==> src/hw/rtl/mfr_pkg.sv <==
// Shared types and constants for the multidrop frame receiver.
// Depends on nothing; every other RTL file imports this package.
`default_nettype none

package mfr_pkg;

    // Configuration register indexes.
    localparam logic [1:0] CFG_NODE_ADDRESS = 2'd0;
    localparam logic [1:0] CFG_FRAME_LIMIT  = 2'd1;
    localparam logic [1:0] CFG_ASK_CODE     = 2'd2;

    // Configuration reset values.
    localparam logic [4:0] RST_NODE_ADDRESS = 5'd2;
    localparam logic [4:0] RST_FRAME_LIMIT  = 5'd30;
    localparam logic [7:0] RST_ASK_CODE     = 8'd29;

    // Depth of the two small queues.
    localparam logic [1:0] QUEUE_DEPTH = 2'd2;

    // Word class decided by the front end.
    typedef enum logic [1:0] {
        K_IGNORE = 2'd0,
        K_START  = 2'd1,
        K_DATA   = 2'd2
    } t_kind;

    // Status code reported with each result.
    typedef enum logic [2:0] {
        ST_IGNORED = 3'd0,
        ST_START   = 3'd1,
        ST_STORED  = 3'd2,
        ST_GOOD    = 3'd3,
        ST_XOR_ERR = 3'd4,
        ST_ABORT   = 3'd5
    } t_status;

    // Classified word passed from front to back.
    typedef struct packed {
        t_kind      kind;
        logic [7:0] byte_val;
    } t_cmd;

    // One result item.
    typedef struct packed {
        t_status     status;
        logic [7:0]  data_byte;
        logic [4:0]  byte_index;
        logic [7:0]  command_byte;
        logic [15:0] ask_total;
        logic        receiving;
    } t_result;

endpackage

`default_nettype wire

==> src/hw/rtl/multidrop_frame_receiver.sv <==
// Multidrop frame receiver top level: configuration registers, front and back end.
// Depends on mfr_pkg, mfr_front and mfr_back.
//
// Takes one 9-bit received word per transfer and returns exactly one result per
// word, in order. Words enter through a two-entry queue after classification and
// leave through a two-entry result queue, so a word can be taken in every clock
// cycle as long as results are popped and the queues do not fill up; a word waits
// in the front queue and its result in the result queue before it can be popped.
// Rate is set by the frame state update in the back end (XOR, length and limit
// compares). Configuration writes take effect on the next cycle and should be
// made only while no word is in flight.
`default_nettype none

module multidrop_frame_receiver
    import mfr_pkg::*;
#(
    parameter int MAX_BYTES = 32
) (
    input  wire logic        i_clk,
    input  wire logic        i_rst_n,
    input  wire logic        i_push,
    output logic             o_full,
    input  wire logic [8:0]  i_rx_word,
    output logic             o_empty,
    input  wire logic        i_pop,
    output logic [2:0]       o_status,
    output logic [7:0]       o_data_byte,
    output logic [4:0]       o_byte_index,
    output logic [7:0]       o_command_byte,
    output logic [15:0]      o_ask_total,
    output logic             o_receiving,
    input  wire logic        i_cfg_we,
    input  wire logic [1:0]  i_cfg_index,
    input  wire logic [7:0]  i_cfg_data
);

    logic [4:0] r_node_address;
    logic [4:0] r_frame_limit;
    logic [7:0] r_ask_code;
    logic [4:0] w_limit;
    logic       w_cmd_valid;
    logic       w_cmd_ready;
    t_cmd       w_cmd;
    t_result    w_result;

    // Configuration registers.
    always_ff @(posedge i_clk) begin
        if (!i_rst_n) begin
            r_node_address <= RST_NODE_ADDRESS;
            r_frame_limit  <= RST_FRAME_LIMIT;
            r_ask_code     <= RST_ASK_CODE;
        end else if (i_cfg_we) begin
            case (i_cfg_index)
                CFG_NODE_ADDRESS: r_node_address <= i_cfg_data[4:0];
                CFG_FRAME_LIMIT:  r_frame_limit  <= i_cfg_data[4:0];
                CFG_ASK_CODE:     r_ask_code     <= i_cfg_data;
                default: begin
                end
            endcase
        end
    end

    // Effective limit: the frame limit capped at the buffer size.
    always_comb begin
        if ({4'b0000, r_frame_limit} > 9'(MAX_BYTES)) begin
            w_limit = 5'(MAX_BYTES);
        end else begin
            w_limit = r_frame_limit;
        end
    end

    mfr_front u_front (
        .i_clk          (i_clk),
        .i_rst_n        (i_rst_n),
        .i_push         (i_push),
        .o_full         (o_full),
        .i_rx_word      (i_rx_word),
        .i_node_address (r_node_address),
        .o_cmd_valid    (w_cmd_valid),
        .o_cmd          (w_cmd),
        .i_cmd_ready    (w_cmd_ready)
    );

    mfr_back u_back (
        .i_clk       (i_clk),
        .i_rst_n     (i_rst_n),
        .i_cmd_valid (w_cmd_valid),
        .i_cmd       (w_cmd),
        .o_cmd_ready (w_cmd_ready),
        .i_limit     (w_limit),
        .i_ask_code  (r_ask_code),
        .o_empty     (o_empty),
        .i_pop       (i_pop),
        .o_result    (w_result)
    );

    // Result fields.
    assign o_status       = w_result.status;
    assign o_data_byte    = w_result.data_byte;
    assign o_byte_index   = w_result.byte_index;
    assign o_command_byte = w_result.command_byte;
    assign o_ask_total    = w_result.ask_total;
    assign o_receiving    = w_result.receiving;

endmodule

`default_nettype wire

==> src/hw/rtl/mfr_front.sv <==
// Front end of the frame receiver: classifies received words and queues them.
// Depends on mfr_pkg for the classified word type and queue depth.
`default_nettype none

module mfr_front
    import mfr_pkg::*;
(
    input  wire logic       i_clk,
    input  wire logic       i_rst_n,
    input  wire logic       i_push,
    output logic            o_full,
    input  wire logic [8:0] i_rx_word,
    input  wire logic [4:0] i_node_address,
    output logic            o_cmd_valid,
    output t_cmd            o_cmd,
    input  wire logic       i_cmd_ready
);

    t_cmd       r_slot [2];
    logic       r_wr_ptr;
    logic       r_rd_ptr;
    logic [1:0] r_count;
    t_cmd       w_class;
    logic       w_push;
    logic       w_pop;

    // Address words either start a frame for this node or are ignored.
    always_comb begin
        w_class.byte_val = i_rx_word[7:0];
        if (i_rx_word[8]) begin
            w_class.kind = (i_rx_word[4:0] == i_node_address) ? K_START : K_IGNORE;
        end else begin
            w_class.kind = K_DATA;
        end
    end

    // Queue handshakes.
    assign o_full      = (r_count == QUEUE_DEPTH);
    assign o_cmd_valid = (r_count != 2'd0);
    assign o_cmd       = r_slot[r_rd_ptr];
    assign w_push      = i_push && !o_full;
    assign w_pop       = o_cmd_valid && i_cmd_ready;

    // Queue storage.
    always_ff @(posedge i_clk) begin
        if (w_push) begin
            r_slot[r_wr_ptr] <= w_class;
        end
    end

    // Queue pointers and fill count.
    always_ff @(posedge i_clk) begin
        if (!i_rst_n) begin
            r_wr_ptr <= 1'b0;
            r_rd_ptr <= 1'b0;
            r_count  <= 2'd0;
        end else begin
            if (w_push) begin
                r_wr_ptr <= ~r_wr_ptr;
            end
            if (w_pop) begin
                r_rd_ptr <= ~r_rd_ptr;
            end
            if (w_push && !w_pop) begin
                r_count <= r_count + 2'd1;
            end else if (w_pop && !w_push) begin
                r_count <= r_count - 2'd1;
            end
        end
    end

    // The fill count never passes the depth.
    a_count_bound: assert property (@(posedge i_clk) disable iff (!i_rst_n)
        r_count <= QUEUE_DEPTH)
        else $error("front queue overfilled");

    // A transfer in without one out grows the queue by one.
    a_count_grow: assert property (@(posedge i_clk) disable iff (!i_rst_n)
        (w_push && !w_pop) |=> (r_count == $past(r_count) + 2'd1))
        else $error("front queue count did not follow a transfer");

endmodule

`default_nettype wire

==> src/hw/rtl/mfr_back.sv <==
// Back end of the frame receiver: frame state, XOR check and the result queue.
// Depends on mfr_pkg for the command and result types.
`default_nettype none

module mfr_back
    import mfr_pkg::*;
(
    input  wire logic       i_clk,
    input  wire logic       i_rst_n,
    input  wire logic       i_cmd_valid,
    input  wire t_cmd       i_cmd,
    output logic            o_cmd_ready,
    input  wire logic [4:0] i_limit,
    input  wire logic [7:0] i_ask_code,
    output logic            o_empty,
    input  wire logic       i_pop,
    output t_result         o_result
);

    logic        r_busy;
    logic [4:0]  r_bcount;
    logic [7:0]  r_flen;
    logic [7:0]  r_xor;
    logic [7:0]  r_cmd;
    logic [15:0] r_ask;
    logic        n_busy;
    logic [4:0]  n_bcount;
    logic [7:0]  n_flen;
    logic [7:0]  n_xor;
    logic [7:0]  n_cmd;
    logic [15:0] n_ask;
    t_result     w_res;
    logic        w_take;
    logic        w_out_pop;

    t_result     r_slot [2];
    logic        r_wr_ptr;
    logic        r_rd_ptr;
    logic [1:0]  r_rcount;

    assign o_cmd_ready = (r_rcount != QUEUE_DEPTH);
    assign w_take      = i_cmd_valid && o_cmd_ready;
    assign o_empty     = (r_rcount == 2'd0);
    assign w_out_pop   = i_pop && !o_empty;
    assign o_result    = r_slot[r_rd_ptr];

    // Frame state update for one classified word.
    always_comb begin
        n_busy           = r_busy;
        n_bcount         = r_bcount;
        n_flen           = r_flen;
        n_xor            = r_xor;
        n_cmd            = r_cmd;
        n_ask            = r_ask;
        w_res.status     = ST_IGNORED;
        w_res.data_byte  = 8'd0;
        w_res.byte_index = 5'd0;
        case (i_cmd.kind)
            K_START: begin
                n_bcount     = 5'd0;
                n_busy       = 1'b1;
                n_xor        = 8'd0;
                w_res.status = ST_START;
            end
            K_DATA: begin
                if (r_busy) begin
                    if (r_bcount >= i_limit) begin
                        // Counter at the limit: abort without storing.
                        n_busy       = 1'b0;
                        w_res.status = ST_ABORT;
                    end else begin
                        w_res.byte_index = r_bcount;
                        w_res.data_byte  = i_cmd.byte_val;
                        if (r_bcount == 5'd0) begin
                            n_flen = i_cmd.byte_val;
                        end
                        if (r_bcount == 5'd1) begin
                            n_cmd = i_cmd.byte_val;
                        end
                        n_xor        = r_xor ^ i_cmd.byte_val;
                        n_bcount     = r_bcount + 5'd1;
                        w_res.status = ST_STORED;
                        if (n_flen > {3'b000, i_limit}) begin
                            // Declared length too large.
                            n_busy       = 1'b0;
                            w_res.status = ST_ABORT;
                        end else if ({3'b000, n_bcount} > n_flen) begin
                            // Last byte holds the check value.
                            n_busy = 1'b0;
                            if (r_xor == i_cmd.byte_val) begin
                                w_res.status = ST_GOOD;
                                if (n_cmd == i_ask_code) begin
                                    n_ask = r_ask + 16'd1;
                                end
                            end else begin
                                w_res.status = ST_XOR_ERR;
                            end
                        end
                    end
                end
            end
            default: begin
            end
        endcase
        w_res.command_byte = n_cmd;
        w_res.ask_total    = n_ask;
        w_res.receiving    = n_busy;
    end

    // Frame state registers.
    always_ff @(posedge i_clk) begin
        if (!i_rst_n) begin
            r_busy   <= 1'b0;
            r_bcount <= 5'd0;
            r_flen   <= 8'd0;
            r_xor    <= 8'd0;
            r_cmd    <= 8'd0;
            r_ask    <= 16'd0;
        end else if (w_take) begin
            r_busy   <= n_busy;
            r_bcount <= n_bcount;
            r_flen   <= n_flen;
            r_xor    <= n_xor;
            r_cmd    <= n_cmd;
            r_ask    <= n_ask;
        end
    end

    // Result queue storage.
    always_ff @(posedge i_clk) begin
        if (w_take) begin
            r_slot[r_wr_ptr] <= w_res;
        end
    end

    // Result queue pointers and fill count.
    always_ff @(posedge i_clk) begin
        if (!i_rst_n) begin
            r_wr_ptr <= 1'b0;
            r_rd_ptr <= 1'b0;
            r_rcount <= 2'd0;
        end else begin
            if (w_take) begin
                r_wr_ptr <= ~r_wr_ptr;
            end
            if (w_out_pop) begin
                r_rd_ptr <= ~r_rd_ptr;
            end
            if (w_take && !w_out_pop) begin
                r_rcount <= r_rcount + 2'd1;
            end else if (w_out_pop && !w_take) begin
                r_rcount <= r_rcount - 2'd1;
            end
        end
    end

    // The result queue never overfills.
    a_rcount_bound: assert property (@(posedge i_clk) disable iff (!i_rst_n)
        r_rcount <= QUEUE_DEPTH)
        else $error("result queue overfilled");

    // The ask counter moves only when a word is processed.
    a_ask_stable: assert property (@(posedge i_clk) disable iff (!i_rst_n)
        !w_take |=> $stable(r_ask))
        else $error("ask counter changed without a word");

    // An abort always ends reception.
    a_abort_idle: assert property (@(posedge i_clk) disable iff (!i_rst_n)
        (w_take && w_res.status == ST_ABORT) |=> !r_busy)
        else $error("reception continued after an abort");

endmodule

`default_nettype wire

==> config.mk <==
export PLATFORM = sky130hd
export DESIGN_NAME = multidrop_frame_receiver
export DESIGN_NICKNAME = d
export VERILOG_FILES = /design/src/hw/rtl/mfr_pkg.sv /design/src/hw/rtl/multidrop_frame_receiver.sv /design/src/hw/rtl/mfr_front.sv /design/src/hw/rtl/mfr_back.sv
export SDC_FILE = /design/constraint.sdc
export NUM_CORES = 1
export LEC_CHECK = 0
export BUFFER_PORTS_ARGS = -buffer_cell sky130_fd_sc_hd__buf_2
export CAP_MARGIN = 20
export CORE_MARGIN = 2
export CORE_UTILIZATION = 40
export CTS_BUF_LIST = sky130_fd_sc_hd__clkbuf_4 sky130_fd_sc_hd__clkbuf_8 sky130_fd_sc_hd__clkbuf_16
export DETAILED_ROUTE_END_ITERATION = 10
export PLACE_DENSITY = 0.54
export SETUP_SLACK_MARGIN = 0.05
export SLEW_MARGIN = 5
export SYNTH_ARGS = -nofsm -noshare
export SYNTH_HDL_FRONTEND = slang
export SYNTH_SLANG_ARGS = --single-unit
==> constraint.sdc <==
create_clock -name i_clk -period 3.7 [get_ports i_clk]
set_clock_uncertainty 0.05 [all_clocks]
set_input_delay 0.925 -clock i_clk [delete_from_list [all_inputs] [get_ports i_clk]]
set_output_delay 0.925 -clock i_clk [all_outputs]
set_load 0.03 [all_outputs]
Word-level counts from Yosys, hierarchy flattened
Memory sizes are Yosys's and may differ from the RTL's. A register that Yosys moved wholly into a read port is not among the register bits.
Cells that the tools add are included.
{ "totals": {"regBits": 72, "ramBits": 102, "input_bits": 24, "output_inout_bits": 43, "word_cells": 119, "n_memories": 2} }
{ "classes": {"add_sub_neg": 6, "order_cmp": 3, "eq_ne": 12, "muxes": 51, "n_bitwise": 6, "n_reduce_logical": 24} }
{ "memory_table": {"columns": ["name", "words", "word_bits", "rd", "rd_ports_with_merged_regs", "write_ports", "line", "rtl"], "rows": [
  ["u_back.r_slot", 2, 41, 1, 1, 1, "mfr_back.sv:36", "t_result r_slot [2];"],
  ["u_front.r_slot", 2, 10, 1, 1, 1, "mfr_front.sv:19", "t_cmd r_slot [2];"]
]} }
{ "ops": {"columns": ["operator", "n"], "rows": [
  ["2-to-1 mux 16 bit", 8],
  ["2-to-1 mux 8 bit", 13],
  ["2-to-1 mux 13 bit", 2],
  ["adder 16 x 1 -> 16 bit (second input constant)", 1],
  ["== test 8 bit", 2],
  ["one-hot mux 8 bit (2 select lines)", 1],
  ["2-to-1 mux 1 bit", 13],
  ["2-to-1 mux 3 bit", 4],
  ["2-to-1 mux 2 bit", 5],
  ["2-to-1 mux 5 bit", 2],
  ["one-hot mux 5 bit (2 select lines)", 1],
  ["> comparator 5 x 8 -> 1 bit", 1],
  ["> comparator 8 x 5 -> 1 bit", 1],
  ["AND reduction 4 bit", 2],
  ["nonzero test 2 bit", 4],
  ["bitwise XOR 8 bit", 1],
  ["logical AND 1 bit", 7],
  ["== test 2 bit (second input constant)", 3],
  ["one-hot mux 3 bit (2 select lines)", 1],
  ["AND reduction 2 bit", 3],
  ["adder 5 x 1 -> 5 bit (second input constant)", 1],
  ["== test 5 x 1 -> 1 bit (second input constant)", 1],
  ["== test 5 bit", 1],
  [">= comparator 5 bit", 1],
  ["10 further kinds", 23]
]} }

Longest topological paths before layout
{ "logic_depth": {"depth_word": 13, "depth_mapped": 17, "mapped_depth_nobuf": 14} }

Hierarchy
Synthesis repeated with hierarchy kept, for this count alone.
{ "hier_totals": {"hier_cells": 740, "area_unflattened_um2": 8743.4} }
{ "by_module_without_submodules": {"columns": ["module", "instances", "cells_per_inst", "area_per_inst_um2", "seq_area_each_um2"], "rows": [
  ["mfr_back", 1, 599, 6972.9, 3483.3],
  ["mfr_front", 1, 65, 1007.2, 700.7],
  ["multidrop_frame_receiver", 1, 76, 763.2, 360.3]
]} }

Worst setup path before layout
OpenSTA, ideal clock, no wires.
{ "synth_timing": {"path_kind": "register to register", "from": "register u_back.r_bcount[0]", "to": "memory u_back.r_slot[0][2] (netlist name) (data pin)", "setup_ns": 0.262, "arrival_time_ns": 3.064, "t_required_ns": 3.388, "setup_slack_ns": 0.324, "path_stages_with_launch": 16, "path_buffers": 2, "period_less_slack_ns": 3.376, "cell_sequence": "dfxtp_1 inv_1 ha_1 nor4b_4 buf_2 nand2_1 o21ai_0 ha_1 nand2_1 nor2_1 mux2_1 and3_4 nor4_4 and4bb_1 buf_4 mux2_2"} }
{ "synth_via": {"elab_chain_cells": 13, "elab_cells_between_ends": 22, "classes_between": "add/sub (1); order compare (3); eq/ne (2); mux (15); reduce/logical (1)"} }
{ "synth_lines": {"columns": ["item", "line", "rtl"], "rows": [
  ["start, declared", "mfr_back.sv:21", "logic [4:0] r_bcount;"],
  ["start signal, assigned", "mfr_back.sv:121", "r_bcount <= n_bcount;"],
  ["== test 5 x 1 -> 1 bit", "mfr_back.sv:77", "if (r_bcount == 5'd1) begin"],
  ["2-to-1 mux 8 bit", "mfr_back.sv:77", null],
  ["2-to-1 mux 8 bit", "mfr_back.sv:67", "if (r_bcount >= i_limit) begin"],
  ["2-to-1 mux 8 bit", "mfr_back.sv:66", "if (r_busy) begin"],
  ["2-to-1 mux 8 bit", "mfr_back.sv:58", "case (i_cmd.kind)"],
  ["== test 8 bit", "mfr_back.sv:92", "if (n_cmd == i_ask_code) begin"],
  ["2-to-1 mux 16 bit", "mfr_back.sv:92", null],
  ["2-to-1 mux 16 bit", "mfr_back.sv:90", "if (r_xor == i_cmd.byte_val) begin"],
  ["2-to-1 mux 16 bit", "mfr_back.sv:87", "end else if ({3'b000, n_bcount} > n_flen) begin"],
  ["2-to-1 mux 16 bit", "mfr_back.sv:83", "if (n_flen > {3'b000, i_limit}) begin"],
  ["2-to-1 mux 16 bit (*)", "mfr_back.sv:67", null],
  ["2-to-1 mux 16 bit (*)", "mfr_back.sv:66", null],
  ["2-to-1 mux 16 bit (*)", "mfr_back.sv:58", null],
  ["net u_back.n_ask[1]", "mfr_back.sv:31", "logic [15:0] n_ask;"],
  ["end, declared", "mfr_back.sv:36", null]
]} }
Mark *: on every way through the listed nets, which the timed path passes. The rest lies on a longest branch. The select of a mux whose other input is x is not followed.

Worst setup path in the final report
{ "layout_timing": {"from": "register u_back.r_bcount[1]", "to": "memory u_back.r_slot[0][2] (netlist name) (data pin)"} }
Same word-level chain as after synthesis.

==> impl_results.md <==
* Syn Area/Cell at 11.3 sq um
* Share of the synthesized area in the top cell type at 0.373
* 1st-pass router iterations at 5
* Count leader, synth: edfxtp_1
* WHS Path Cells at 2
* Final period utilization at 0.942
* Critical path startpoint: u_back.r_bcount[1]
* Setup crit end kind: register
* Core Region at 20,200 sq um
* Num rows at 52
* Share of cells above drive strength 1 at 0.238
* Starting density of the core at 0.408
* Largest net degree at the start of global routing at 42
* Pins Over Slew Limit at 0
* CP arrival at 3.61 ns
* Final hold violations at 0
* Register area share after synthesis at 0.553
* Fillers at 1,865
* Routed Wire Length at 18,200 um
* Ys flop type: edfxtp_1
* Unrepaired setup endpoints after global routing: no
* Psw at 2.44 mW
* Synth Register Bits at 176
* CTS tree: done
* Sw Share at 0.359
* Async SR Flop Fraction at 0
* Slew @ Worst Pin at 0.959 ns
* Yosys warnings at 0
* Worst r2r src: u_back.r_bcount[1]
* Final #Nets at 845
* Logic pwr share at 0.347
* Sink Count at 176
* Antenna violations before repair at 0
* Reg2Reg Depth at 12
* Synthesized area at 8220 sq um
* Total grt overflow at 0
* GPL Wtd Cong at 0.934
* Crit start category: register
* Setup TNS at 0 ns
* Clock transition at path regs at 0.07 ns
* Pwr/cell area at 715 nW/um^2
* EDFF count, synth at 102
* HP Class: reg2reg
* DRC viols at 0
* Full die area at 21,700 sq um
* R2R Path End: u_back.r_slot[0][2]
* Detailed placement HPWL at 12,800 um
* Antenna Diode Count at 0
* Hold path endpoint: u_back.r_xor[5]
* Initial DRC Count at 334
* Most common library cells after synthesis: 102 x edfxtp_1, 74 x dfxtp_1, 70 x nor2_1
* R2R Setup Slk at 0.21 ns
* Post-synth top area cell: edfxtp_1
* Syn Nets at 769
* Later-pin clock latency in the skew report at 0.43 ns
* Mapped Cells at 726
* Clk pwr share at 0.259
* WL per Instance at 16.8 um
* Htree depth at 4
* Max Cap Viol at 0
* Final setup vio count at 0
* Die Wd at 147 um
* Worst relative slew slack at 0.359
* Final hold slack at 0.442 ns
* Critical path class: reg2reg
* Worst path required time at 3.82 ns
* Fmax at 287 MHz
* Hold Startpoint: u_back.r_xor[5]
* Internal cell power at 4.37 mW
* Max IR drop VDD at 339 uV
* CTS Buf Count at 17
* Status: completed
* GRT Util Overall at 0.173
* Worst-path fanout max at 18
* Io pins at 67
* Vias in the first global route at 5,257
* DRT antenna net count at 0
* Root Buffer: clkbuf_16
* Unique masters post-synth at 58
* Minimum clock period at 3.49 ns
* Clk buf depth at 2
* Ranking of synthesized cells by area: edfxtp_1 37%, dfxtp_1 18%, mux2_2 6.2%
* PortBufs at 66
* Leakage power at 3.52 nW
* Register share of total power at 0.394
* First-pass GRT wire length at 29,100 um
* Area growth syn-to-layout at 16.0%
* Die Height at 147 um
* Via Count at 5,527
* DR vias/cell at 5.09
==> repair_timing <==
item	CTS	global route
gates resized for setup	0	10
buffers inserted	0	1
endpoints found under the setup margin	0	44
hold buffers	0	0
==> layout make-up <==
cell class              count  area [sq um]  share of cell area
repair buffers             93           549              0.0576
well taps                 270           338              0.0354
inverters                  32           120              0.0126
clock buffers              18           433              0.0454
clock inverters            14           140              0.0147
multi-input cells         482          3400               0.357
flip-flops and latches    176          4550               0.477
==> registers in the layout, indices dropped and copies added, names as in the netlist, named ones only <==
signal            flops
u_front.r_count       2
r_frame_limit         5
u_front.r_slot       20
u_back.r_ask         16
u_back.r_bcount       5
u_back.r_wr_ptr       1
u_front.r_wr_ptr      1
u_back.r_xor          8
u_front.r_rd_ptr      1
r_node_address        5
u_back.r_slot        82
u_back.r_cmd          8
u_back.r_rd_ptr       1
r_ask_code            8
u_back.r_busy         1
u_back.r_rcount       2
u_back.r_flen         8
==> how the worst max path moves through the flow <==
stage,slack [ns],endpoint,cells after the start
after global placement,0.24,u_back.r_slot[1][2],11
after CTS,0.07,u_back.r_slot[0][2],13
after floorplan,0.32,u_back.r_slot[0][2],15
final,0.21,u_back.r_slot[0][2],12
after global routing,0.04,u_back.r_ask[11],17
after detailed placement,0.08,u_back.r_slot[1][2],13
==> cell usage in the layout, fill, tap and decap left out, drive strengths merged, types with 12 or more instances in the layout <==
cell    count
or3        17
edfxtp    102
a211oi     12
buf        93
nor2       70
a21oi      37
xor2       13
mux2       47
clkbuf     18
dfxtp      74
and3       14
o21ai      44
xnor2      38
inv        35
mux2i      34
nand2      60
ha         19
nor3       12
==> metal layers <==
layer,up-vias,share of wire,GRT usage
li1,2736,-,-
met5,-,0,0
met3,18,0.038,0.0363
met1,2658,0.50,0.252
met4,0,0.010,0.0471
met2,115,0.45,0.263
==> critical path, stage by stage, from the launching register on <==
cell and delay (ns):
dfxtp_2 0.35, inv_1 0.10, ha_1 0.16, nor4b_4 0.18
buf_4 0.19, buf_4 0.17, mux2_2 0.37, maj3_2 0.31
a221oi_2 0.25, o21ai_0 0.19, and4bb_1 0.35, buf_6 0.19
mux2_2 0.37
==> cells by family after synthesis <==
| logic type | count (synthesis) | synth area share |
|---|---|---|
| AOI/OAI and AO/OA | 108 | 0.0752 |
| muxes | 81 | 0.114 |
| and+or+nand+nor | 221 | 0.135 |
| adders and majority gates | 21 | 0.0315 |
| buffers and inverters | 68 | 0.0373 |
| DFF | 176 | 0.553 |
| xor gates and xnor gates | 51 | 0.0543 |
==> power by group through the flow <==
stage / Clock [mW] / Combinational (mW) / Sequential [mW]
finish: 1.76 / 2.37 / 2.68
floorplan: 0 / 1.72 / 2.69
CTS: 1.79 / 2.38 / 2.69
detailed placement: 0 / 2.36 / 2.73
global route: 1.89 / 2.55 / 2.73
global placement: 0 / 2.35 / 2.71
==> metrics by stage <==
stage	area, sq um	worst slack, ns	instances	power (mW)	util
after floorplan	8220	0.324	726	4.41	-
after CTS	9480	0.0691	1083	6.86	0.470
after detailed placement	8900	0.0811	1051	5.09	0.442
after global routing	9530	0.0444	1085	7.16	0.473
final	9530	0.213	1085	6.81	0.473
after global placement	8900	0.240	1051	5.06	0.442
No activity file was read; power rests on OpenSTA's default activity.
